[config.mk]
export PLATFORM = sky130hd
export DESIGN_NAME = repeating_timer_table_core
export DESIGN_NICKNAME = d
export VERILOG_FILES = /design/src/design/rtt_pkg.sv /design/src/design/rtt_cell.sv /design/src/design/rtt_proc.sv /design/src/design/repeating_timer_table_core.sv
export SDC_FILE = /design/constraint.sdc
export NUM_CORES = 1
export LEC_CHECK = 0
export ABC_CLOCK_PERIOD_IN_PS = 65800
export BUFFER_PORTS_ARGS = -buffer_cell sky130_fd_sc_hd__buf_4
export CAP_MARGIN = 20
export CORE_MARGIN = 8
export CORE_UTILIZATION = 38
export CTS_CLUSTER_SIZE = 14
export DETAILED_ROUTE_END_ITERATION = 6
export SETUP_SLACK_MARGIN = 0.2
export SYNTH_ARGS = -nofsm -noshare
export SYNTH_HDL_FRONTEND = slang
export SYNTH_HIERARCHICAL = 1
export SYNTH_SLANG_ARGS = --single-unit
[constraint.sdc]
create_clock -name clock -period 65.8 [get_ports clock]
set_input_delay 13.16 -clock clock [delete_from_list [all_inputs] [get_ports clock]]
set_output_delay 13.16 -clock clock [all_outputs]
set_load 0.02 [all_outputs]
[src/design/rtt_pkg.sv]
// Shared types and codes for the repeating timer table.
`timescale 1ns / 1ps

package rtt_pkg;

   typedef enum logic [2:0] {
      MODE_PULSE  = 3'd0,
      MODE_ADD    = 3'd1,
      MODE_REMOVE = 3'd2,
      MODE_RESET  = 3'd3,
      MODE_CLEAR  = 3'd4,
      MODE_LIST   = 3'd5
   } mode_type;

   typedef enum logic [2:0] {
      KIND_FIRED   = 3'd0,
      KIND_ADDED   = 3'd1,
      KIND_REFUSED = 3'd2,
      KIND_LISTED  = 3'd3,
      KIND_NONE    = 3'd4
   } kind_type;

   typedef enum logic [1:0] {
      ST_IDLE,
      ST_SCAN,
      ST_FLUSH
   } state_type;

   localparam logic [30:0] MIN_INTERVAL_RESET = 31'd50;

   // One timer; due holds start + period so a scan needs a single subtract.
   typedef struct packed {
      logic        in_use;
      logic [31:0] due;
      logic [30:0] period;
      logic [15:0] reps;
   } entry_type;

   typedef struct packed {
      mode_type    mode;
      logic [31:0] now;
      logic [3:0]  slot;
      logic [30:0] delay;
      logic [15:0] reps;
      logic [30:0] thr;
   } op_type;

   typedef struct packed {
      kind_type    kind;
      logic [3:0]  slot;
      logic [31:0] left;
      logic [15:0] reps;
   } res_type;

   typedef struct packed {
      logic    valid;
      res_type res;
   } res_msg_type;

endpackage

[src/design/rtt_cell.sv]
// One storage cell of the timer ring: loads its neighbor's timer on each shift.
`timescale 1ns / 1ps

module rtt_cell (
   input  logic                 clock,
   input  logic                 reset,
   input  logic                 shift_en,
   input  rtt_pkg::entry_type   entry_d,
   output rtt_pkg::entry_type   entry_q
);

   logic        in_use_ff;
   logic        in_use_in;
   logic [31:0] due_ff;
   logic [30:0] period_ff;
   logic [15:0] reps_ff;

   assign in_use_in = shift_en ? entry_d.in_use : in_use_ff;

   always_ff @(posedge clock) begin
      if (reset) begin
         in_use_ff <= 1'b0;
      end else begin
         in_use_ff <= in_use_in;
      end
   end

   always_ff @(posedge clock) begin
      if (shift_en) begin
         due_ff    <= entry_d.due;
         period_ff <= entry_d.period;
         reps_ff   <= entry_d.reps;
      end
   end

   assign entry_q.in_use = in_use_ff;
   assign entry_q.due    = due_ff;
   assign entry_q.period = period_ff;
   assign entry_q.reps   = reps_ff;

endmodule

[src/design/rtt_proc.sv]
// Head-of-ring update unit: applies the current operation to one timer.
`timescale 1ns / 1ps

module rtt_proc #(
   parameter int NUM_TIMERS = 16
) (
   input  rtt_pkg::op_type                   op,
   input  logic                              add_ok,
   input  logic                              found,
   input  logic [$clog2(NUM_TIMERS)-1:0]     cnt,
   input  rtt_pkg::entry_type                entry_in,
   output rtt_pkg::entry_type                entry_out,
   output rtt_pkg::res_msg_type              msg,
   output logic                              found_next
);

   localparam int IW = $clog2(NUM_TIMERS);
   localparam int CW = (IW > 4) ? IW : 4;

   logic [31:0] left;
   logic [31:0] due_new;
   logic [31:0] due_add;
   logic        expired;
   logic        match;
   logic        listed;
   logic [15:0] reps_next;

   assign left    = entry_in.due - op.now;
   assign due_new = op.now + {1'b0, entry_in.period};
   assign due_add = op.now + {1'b0, op.delay};
   // now - due is nonnegative exactly when left is zero or a negative value
   // other than the most negative one
   assign expired = (left == 32'd0) || (left[31] && (left[30:0] != 31'd0));
   assign match   = (CW'(op.slot) == CW'(cnt));
   assign listed  = (op.thr == 31'd0) || left[31] || (left[30:0] <= op.thr);
   assign reps_next = (entry_in.reps == 16'd0) ? 16'd0 : entry_in.reps - 16'd1;

   always_comb begin
      entry_out      = entry_in;
      msg.valid      = 1'b0;
      msg.res.kind   = rtt_pkg::KIND_NONE;
      msg.res.slot   = 4'(cnt);
      msg.res.left   = left;
      msg.res.reps   = entry_in.reps;
      found_next     = found;
      unique case (op.mode)
         rtt_pkg::MODE_PULSE: begin
            if (entry_in.in_use && expired) begin
               msg.valid    = 1'b1;
               msg.res.kind = rtt_pkg::KIND_FIRED;
               if (entry_in.reps == 16'd1) begin
                  // last repeat: free the slot
                  entry_out.in_use = 1'b0;
                  msg.res.reps     = 16'd0;
               end else begin
                  entry_out.reps = reps_next;
                  entry_out.due  = due_new;
                  msg.res.reps   = reps_next;
               end
            end
         end
         rtt_pkg::MODE_ADD: begin
            if (!entry_in.in_use && add_ok && !found) begin
               entry_out.in_use = 1'b1;
               entry_out.due    = due_add;
               entry_out.period = op.delay;
               entry_out.reps   = op.reps;
               found_next       = 1'b1;
               msg.valid        = 1'b1;
               msg.res.kind     = rtt_pkg::KIND_ADDED;
               msg.res.left     = {1'b0, op.delay};
               msg.res.reps     = op.reps;
            end
         end
         rtt_pkg::MODE_REMOVE: begin
            if (match) begin
               entry_out.in_use = 1'b0;
            end
         end
         rtt_pkg::MODE_RESET: begin
            if (match && entry_in.in_use) begin
               entry_out.due = due_new;
            end
         end
         rtt_pkg::MODE_CLEAR: begin
            entry_out.in_use = 1'b0;
         end
         rtt_pkg::MODE_LIST: begin
            if (entry_in.in_use && listed) begin
               msg.valid    = 1'b1;
               msg.res.kind = rtt_pkg::KIND_LISTED;
            end
         end
         default: begin
         end
      endcase
   end

endmodule

[src/design/repeating_timer_table_core.sv]
// Top level of the repeating timer table: timer ring, sequencer and result registers.
//
// Usage:
//  - req_* carries one operation per transaction (pulse, add, remove, reset,
//    remove all, list due). A transaction is taken when req_valid is high and
//    req_stall is low.
//  - rsp_* returns the results of each operation in ascending slot order;
//    rsp_last marks the final result of an operation. Every operation gives
//    at least one result.
//  - csr_wr_en / csr_wr_data write min_interval; write only while idle.
// Timing: the timers sit in a ring of NUM_TIMERS cells that rotates once
//  through a single update unit per operation, one slot per cycle unless
//  a stalled result holds the ring. An operation occupies the block from
//  accept through one rotation to the final result; the block takes no new
//  operation until then.
// Stall: while rsp_stall holds a result and another is waiting, the ring
//  stops and resumes once the output register drains.
// Reset: all timers become free and min_interval returns to 50; no clearing
//  pass is needed.
`timescale 1ns / 1ps

module repeating_timer_table_core #(
   parameter int NUM_TIMERS = 16
) (
   input  logic               clock,
   input  logic               reset,
   input  logic               req_valid,
   output logic               req_stall,
   input  logic [2:0]         req_mode,
   input  logic [31:0]        req_now,
   input  logic [3:0]         req_slot,
   input  logic [30:0]        req_delay,
   input  logic [15:0]        req_repeats,
   input  logic [30:0]        req_threshold,
   output logic               rsp_valid,
   input  logic               rsp_stall,
   output logic [2:0]         rsp_kind,
   output logic [3:0]         rsp_result_slot,
   output logic signed [31:0] rsp_time_left,
   output logic [15:0]        rsp_repeats_left,
   output logic               rsp_last,
   input  logic               csr_wr_en,
   input  logic [30:0]        csr_wr_data
);

   localparam int IW = $clog2(NUM_TIMERS);

   rtt_pkg::state_type   state_ff, state_in;
   logic [IW-1:0]        cnt_ff, cnt_in;
   rtt_pkg::op_type      op_ff, op_in;
   logic                 add_ok_ff, add_ok_in;
   logic                 found_ff, found_in;
   logic                 pend_valid_ff, pend_valid_in;
   rtt_pkg::res_type     pend_ff, pend_in;
   logic                 out_valid_ff, out_valid_in;
   rtt_pkg::res_type     out_ff, out_in;
   logic                 out_last_ff, out_last_in;
   logic [30:0]          min_interval_ff;

   logic                 shift_en;
   logic                 out_free;
   logic                 need_out;
   logic                 found_next;
   rtt_pkg::res_msg_type msg;
   rtt_pkg::entry_type   head_out;
   rtt_pkg::entry_type   ring_q [NUM_TIMERS];
   rtt_pkg::res_type     final_res;

   // timer ring: cell i takes from cell i+1, the last cell from the update unit
   for (genvar i = 0; i < NUM_TIMERS; i++) begin : g_ring
      if (i == NUM_TIMERS - 1) begin : g_tail
         rtt_cell u_cell (
            .clock    (clock),
            .reset    (reset),
            .shift_en (shift_en),
            .entry_d  (head_out),
            .entry_q  (ring_q[i])
         );
      end else begin : g_body
         rtt_cell u_cell (
            .clock    (clock),
            .reset    (reset),
            .shift_en (shift_en),
            .entry_d  (ring_q[i+1]),
            .entry_q  (ring_q[i])
         );
      end
   end

   rtt_proc #(
      .NUM_TIMERS (NUM_TIMERS)
   ) u_proc (
      .op         (op_ff),
      .add_ok     (add_ok_ff),
      .found      (found_ff),
      .cnt        (cnt_ff),
      .entry_in   (ring_q[0]),
      .entry_out  (head_out),
      .msg        (msg),
      .found_next (found_next)
   );

   always_ff @(posedge clock) begin
      if (reset) begin
         min_interval_ff <= rtt_pkg::MIN_INTERVAL_RESET;
      end else if (csr_wr_en) begin
         min_interval_ff <= csr_wr_data;
      end
   end

   assign out_free = !out_valid_ff || !rsp_stall;
   assign need_out = msg.valid && pend_valid_ff;

   always_comb begin
      final_res      = '0;
      final_res.kind = (op_ff.mode == rtt_pkg::MODE_ADD) ? rtt_pkg::KIND_REFUSED
                                                         : rtt_pkg::KIND_NONE;
   end

   always_comb begin
      state_in      = state_ff;
      cnt_in        = cnt_ff;
      op_in         = op_ff;
      add_ok_in     = add_ok_ff;
      found_in      = found_ff;
      pend_valid_in = pend_valid_ff;
      pend_in       = pend_ff;
      out_valid_in  = out_valid_ff && rsp_stall;
      out_in        = out_ff;
      out_last_in   = out_last_ff;
      shift_en      = 1'b0;
      unique case (state_ff)
         rtt_pkg::ST_IDLE: begin
            if (req_valid) begin
               op_in.mode    = rtt_pkg::mode_type'(req_mode);
               op_in.now     = req_now;
               op_in.slot    = req_slot;
               op_in.delay   = req_delay;
               op_in.reps    = req_repeats;
               op_in.thr     = req_threshold;
               add_ok_in     = (req_delay >= min_interval_ff);
               cnt_in        = '0;
               found_in      = 1'b0;
               pend_valid_in = 1'b0;
               state_in      = rtt_pkg::ST_SCAN;
            end
         end
         rtt_pkg::ST_SCAN: begin
            // hold the ring while a result must move out and the output is full
            if (!need_out || out_free) begin
               shift_en = 1'b1;
               cnt_in   = cnt_ff + IW'(1);
               found_in = found_next;
               if (msg.valid) begin
                  pend_in       = msg.res;
                  pend_valid_in = 1'b1;
               end
               if (need_out) begin
                  out_in       = pend_ff;
                  out_last_in  = 1'b0;
                  out_valid_in = 1'b1;
               end
               if (cnt_ff == IW'(NUM_TIMERS - 1)) begin
                  state_in = rtt_pkg::ST_FLUSH;
               end
            end
         end
         rtt_pkg::ST_FLUSH: begin
            if (out_free) begin
               out_in        = pend_valid_ff ? pend_ff : final_res;
               out_last_in   = 1'b1;
               out_valid_in  = 1'b1;
               pend_valid_in = 1'b0;
               state_in      = rtt_pkg::ST_IDLE;
            end
         end
         default: begin
            state_in = rtt_pkg::ST_IDLE;
         end
      endcase
   end

   always_ff @(posedge clock) begin
      if (reset) begin
         state_ff      <= rtt_pkg::ST_IDLE;
         cnt_ff        <= '0;
         found_ff      <= 1'b0;
         pend_valid_ff <= 1'b0;
         out_valid_ff  <= 1'b0;
      end else begin
         state_ff      <= state_in;
         cnt_ff        <= cnt_in;
         found_ff      <= found_in;
         pend_valid_ff <= pend_valid_in;
         out_valid_ff  <= out_valid_in;
      end
   end

   always_ff @(posedge clock) begin
      op_ff       <= op_in;
      add_ok_ff   <= add_ok_in;
      pend_ff     <= pend_in;
      out_ff      <= out_in;
      out_last_ff <= out_last_in;
   end

   assign req_stall        = (state_ff != rtt_pkg::ST_IDLE);
   assign rsp_valid        = out_valid_ff;
   assign rsp_kind         = out_ff.kind;
   assign rsp_result_slot  = out_ff.slot;
   assign rsp_time_left    = out_ff.left;
   assign rsp_repeats_left = out_ff.reps;
   assign rsp_last         = out_last_ff;

endmodule

# --- Word level (Yosys, flattened, before mapping) ---
# Cells that the tools add are included.
op_classes:
  n_addsub: 5
  order_cmp: 2
  eq_ne: 18
  n_mux: 55
  reduce_logical: 35
ops:
  columns: ["op", "count"]
  rows:
  - ["$mux W55", 4]
  - ["$pmux W55 S2", 1]
  - ["$mux W32", 3]
  - ["$pmux W32 S3", 1]
  - ["$mux W16", 5]
  - ["$mux W80", 1]
  - ["$add A32 B31 Y32", 2]
  - ["$pmux W16 S2", 2]
  - ["$mux W48", 1]
  - ["$mux W33", 1]
  - ["$logic_not A32 Y1", 1]
  - ["$sub A32 B32 Y32", 1]
  - ["$ge A31 B31 Y1", 1]
  - ["$le A31 B31 Y1", 1]
  - ["$logic_not A31 Y1", 1]
  - ["$mux W31", 1]
  - ["$reduce_bool A31 Y1", 1]
  - ["$mux W4", 5]
  - ["$mux W1", 17]
  - ["$eq A16 B1 Y1 const B", 1]
  - ["$logic_not A16 Y1", 1]
  - ["$sub A16 B1 Y16 const B", 1]
  - ["$ne A2 B2 Y1 const B", 7]
  - ["$pmux W4 S3", 1]
  - ["27 further kinds", 54]
word_totals:
  regBits: 1549
  in_bits: 153
  output_inout_bits: 58
  wordCells: 201

# --- Depth between registers and ports, before layout ---
depth:
  depth_word: 12
  mapped_depth: 27
  depth_no_buf: 27

# --- Cells and area by module ---
# The synthesis kept the hierarchy.
modules_own_cells:
  columns: ["mod", "instances", "cells_per_inst", "area_per_inst_um2", "seq_area_each_um2"]
  rows:
  - ["rtt_cell", 16, 83, 2413.6, 2392.3]
  - ["repeating_timer_table_core", 1, 564, 9640.5, 7677.4]
  - ["rtt_proc", 1, 1334, 8675.8, 0.0]

# --- Least setup slack after synthesis ---
# OpenSTA, ideal clock, no wires.
synth_path:
  kind: "input to register"
  from: "in rsp_stall"
  to: "reg g_ring[0].g_body.u_cell.in_use_ff"
  t_arrival_ns: 39.844
  required_ns: 65.660
  slack_ns: 25.816
  stages: 5
  path_buffers: 0
  path_cell_list: "nand4_1 > nand2_1 > inv_1 > mux2i_1 > nor2_1"
synth_via:
  elab_chain_len: 5
synth_lines:
  columns: ["element", "line", "text"]
  rows:
  - ["start, declared", "repeating_timer_table_core.sv:36", "input logic rsp_stall,"]
  - ["$logic_not A1 Y1", "repeating_timer_table_core.sv:111", "assign out_free = !out_valid_ff || !rsp_stall;"]
  - ["$logic_or A1 B1 Y1", "repeating_timer_table_core.sv:111", null]
  - ["$logic_or A1 B1 Y1", "repeating_timer_table_core.sv:150", "if (!need_out || out_free) begin"]
  - ["$mux W1", "repeating_timer_table_core.sv:150", null]
  - ["$mux W1", "repeating_timer_table_core.sv:132", "unique case (state_ff)"]
  - ["named net shift_en", "repeating_timer_table_core.sv:60", "logic shift_en;"]
  - ["end signal, assigned", "rtt_cell.sv:24", "in_use_ff <= in_use_in;"]
  - ["end, declared", "rtt_cell.sv:12", "logic in_use_ff;"]
# The timed path passes the listed nets, and every way through them passes these cells.
# A chain may end at the register's enable or synchronous reset.

# --- Worst setup path in the final report ---
layout_path:
  from: "in rsp_stall"
  to: "reg g_ring[11].g_body.u_cell.due_ff[20] (enable)"
layout_via:
  elab_chain_len: 5
layout_lines:
  columns: ["element", "line", "text"]
  rows:
  - ["$logic_not A1 Y1", "repeating_timer_table_core.sv:111", null]
  - ["$logic_or A1 B1 Y1", "repeating_timer_table_core.sv:111", null]
  - ["$logic_or A1 B1 Y1", "repeating_timer_table_core.sv:150", null]
  - ["$mux W1", "repeating_timer_table_core.sv:150", null]
  - ["$mux W1", "repeating_timer_table_core.sv:132", null]
  - ["named net shift_en", "repeating_timer_table_core.sv:60", null]
  - ["end signal, assigned", "rtt_cell.sv:30", "due_ff <= entry_d.due;"]
  - ["end, declared", "rtt_cell.sv:14", "logic [31:0] due_ff;"]
# The timed path passes the listed nets, and every way through them passes these cells.

==> impl_metrics.tcl <==
set metrics [dict create \
    ir_worst_vdd_mv 0.02086 \
    grt_pass1_wl_um 173700 \
    synthesis.area_um2 56930 \
    finalCritPeriodShare 0.2604 \
    worst_setup_path_end_kind "flop" \
    drt_iter0_markers 2831 \
    grt_usage 0.1415 \
    die_x_um 403.1 \
    final.min_clock_period_ps 17130 \
    yosys_warnings 6 \
    cts_hold_buf 0 \
    dr_wl_met2_um 51350 \
    clk_latency_ps 810 \
    top_layer_used "met4" \
    wl_met3_um 6587 \
    synth_seq_cells 1549 \
    finalSetupViolCount 0 \
    wl_per_cell_um 20.99 \
    finalHoldViolCount 0 \
    gp_congestion 0.8901 \
    slew_viol_final 0 \
    drt_wl_total_um 117900 \
    fmax_mhz 58.36 \
    syn_nets 3545 \
    cts_setup_buffers 0 \
    via_per_inst 4.996 \
    start_util 0.3815 \
    coreArea_um2 149200 \
    die_area_um2 162500 \
    nets 3853 \
    synth_edf_count 1493 \
    leakage_uw 0.02333 \
    crit_path_start_kind "primary input" \
    synthFlopType "edfxtp_1" \
    clkSinkCount 1549 \
    numCtsBuffers 157 \
    ys_seq_area_frac 0.8072 \
    outcome "finished clean" \
    final_antenna_net_count 0 \
    critPathKind "in -> reg" \
    h-tree-depth 4 \
    drc_errors 0 \
    tightest_slew_ps 1141 \
    powerDensity_nw_per_um2 36.68 \
    area.growth.synth_to_final_pct 16.05 \
    final_layout_size_suffix_gt1_frac 0.1355 \
    ctsResizeCount 0 \
    pin_count 211 \
    dp_hpwl_um 78380 \
    cts-root-buf "clkbuf_16" \
    setup_tns_ps 0 \
    grt_max_degree 217 \
    wl_met1_um 56990 \
    vias 28060 \
    maxCapViolations 0 \
    syn_area_per_cell_um2 17.65 \
    gr-total-overflow 0 \
    grt_pass1_vias 27370 \
    cts.clk_slew.worst_paths_ps 70 \
    clock_path_buffers 3 \
    syn-instance-count 3226 \
    whs_ps 382.2 \
    io_buffers 210 \
    first_pass_iters 6 \
    crit_fanout 134 \
    hp-class "reg -> reg" \
    dieHeight_um 403.1 \
    rsz0062_at_grt "no" \
    placementRows 142 \
    slew_headroom 0.2392 \
    cp.arrival_ps 17560 \
    skew_ps 53.21 \
    antenna_found_initial 4 \
    required_ps 66230 \
    synth_cell_types 92 \
    cts_tree "yes" \
    async_flop_share 0 \
]
==> final cells by class <==
| class | instances | area (um^2) |
|---|---|---|
| antenna | 4 | 10.01 |
| fill | 12910 | 83170 |
| clock inverter | 100 | 1159 |
| tap | 1944 | 2432 |
| inverter | 149 | 566.8 |
| multi-input combinational | 1439 | 10010 |
| sequential | 1549 | 45950 |
| timing repair buffer | 238 | 1859 |
| clock buffer | 193 | 4084 |
==> state kept, by name, summed over array words and instances (netlist names), 2 cells and up <==
register,cells
cnt_ff,4
rsp_result_slot,4
g_ring.g_body.u_cell/period_ff,465
pend_ff,55
rsp_repeats_left,16
g_ring.g_body.u_cell/reps_ff,240
op_ff,117
g_ring.g_tail.u_cell/reps_ff,16
g_ring.g_body.u_cell/due_ff,480
g_ring.g_tail.u_cell/due_ff,32
state_ff,2
g_ring.g_tail.u_cell/period_ff,31
min_interval_ff,31
rsp_kind,3
rsp_time_left,32
g_ring.g_body.u_cell/in_use_ff,15
==> layer usage <==
metal,GRT usage,vias up
li1,-,13040
met1,0.2134,13950
met2,0.2063,878
met3,0.02706,196
met4,0.04615,0
met5,0,-
==> cell usage after synthesis, types with 14 or more instances <==
cell | n | share of area
inv_1 | 146 | 0.0096
edfxtp_1 | 1493 | 0.79
nor3_1 | 24 | 0.0021
a21o_1 | 69 | 0.0091
a221o_1 | 34 | 0.0060
xnor2_1 | 41 | 0.0063
nor2_1 | 152 | 0.010
and3_1 | 16 | 0.0018
buf_4 | 21 | 0.0028
nand3_1 | 43 | 0.0038
a21oi_1 | 123 | 0.011
ha_1 | 163 | 0.036
and2_1 | 71 | 0.0078
mux2i_1 | 54 | 0.0095
nand2b_1 | 20 | 0.0022
nand2_1 | 210 | 0.014
nand4_1 | 20 | 0.0022
o21ai_0 | 74 | 0.0065
nor4_1 | 15 | 0.0016
o21a_1 | 26 | 0.0034
dfxtp_1 | 56 | 0.020
buf_2 | 14 | 0.0012
clkbuf_1 | 45 | 0.0030
xor2_1 | 33 | 0.0051
o21bai_1 | 16 | 0.0021
a211oi_1 | 18 | 0.0024
==> cells in the final DEF, fill, tap and decap left out, types with 9 or more instances in the layout <==
cell	n
a211o_1	9
a211oi_1	17
a21o_1	69
a21oi_1	122
a221o_1	34
a222oi_1	10
a31oi_1	11
and2_1	70
and3_1	15
and4_1	9
buf_4	234
bufinv_16	13
clkbuf_1	34
clkbuf_16	157
clkinv_1	38
clkinv_16	11
clkinv_2	20
dfxtp_1	56
edfxtp_1	1493
ha_1	163
inv_1	145
mux2i_1	54
nand2_1	210
nand2b_1	19
nand3_1	42
nand4_1	20
nor2_1	151
nor2b_1	12
nor3_1	24
nor4_1	15
o211ai_1	12
o21a_1	26
o21ai_0	74
o21ai_1	10
o21bai_1	16
or3_1	12
xnor2_1	41
xor2_1	33
==> worst max-delay path, cell delays in order <==
cell and delay (ps):
buf_4 130, nand4_1 140, nand2_1 170, inv_8 700, buf_4 740, buf_4 350, buf_16 340, buf_4 850
buf_4 420, buf_16 330
==> report_power, final <==
part / switching (uW) / total (uW) / internal (uW)
clock network: 381 / 884 / 503
registers: 43.8 / 1290 / 1240
logic: 172 / 252 / 80.0
==> logic make-up (layout without fill, tap and decap cells) <==
kind of cell | after synthesis | in the layout | share of synthesized area
adders and majority gates | 166 | 166 | 0.03688
AOI/OAI and AO/OA | 513 | 513 | 0.06347
buffers and inverters | 238 | 680 | 0.01791
muxes | 55 | 55 | 0.009692
other | 0 | 4 | 0
xor gates and xnor gates | 74 | 74 | 0.01138
DFF | 1549 | 1549 | 0.8072
and+or+nand+nor | 631 | 631 | 0.05351
==> path summary, 6_finish.rpt <==
kind	startpoint	end	cells past startpoint	slack (ps)
max	rsp_stall	g_ring[11].g_body.u_cell/due_ff[20]	10	48670
min	g_ring[6].g_body.u_cell/reps_ff[8]	g_ring[5].g_body.u_cell/reps_ff[8]	0	380
max reg2reg	op_ff[83]	g_ring[11].g_body.u_cell/due_ff[20]	23	55950
min reg2reg	g_ring[6].g_body.u_cell/reps_ff[8]	g_ring[5].g_body.u_cell/reps_ff[8]	0	380
==> per-stage QoR <==
step	utilization	instance area [um^2]	power (uW)	instances	worst slack, ps
global route	0.4426	66060	2525	5612	48370
CTS	0.4421	65980	2453	5609	48100
detailed placement	0.4070	60740	1558	5316	47200
floorplan	-	56930	1605	3226	25820
finish	0.4427	66070	2423	5616	48670
global placement	0.4070	60740	1550	5316	47350
Power figures use the tool's default switching activity.
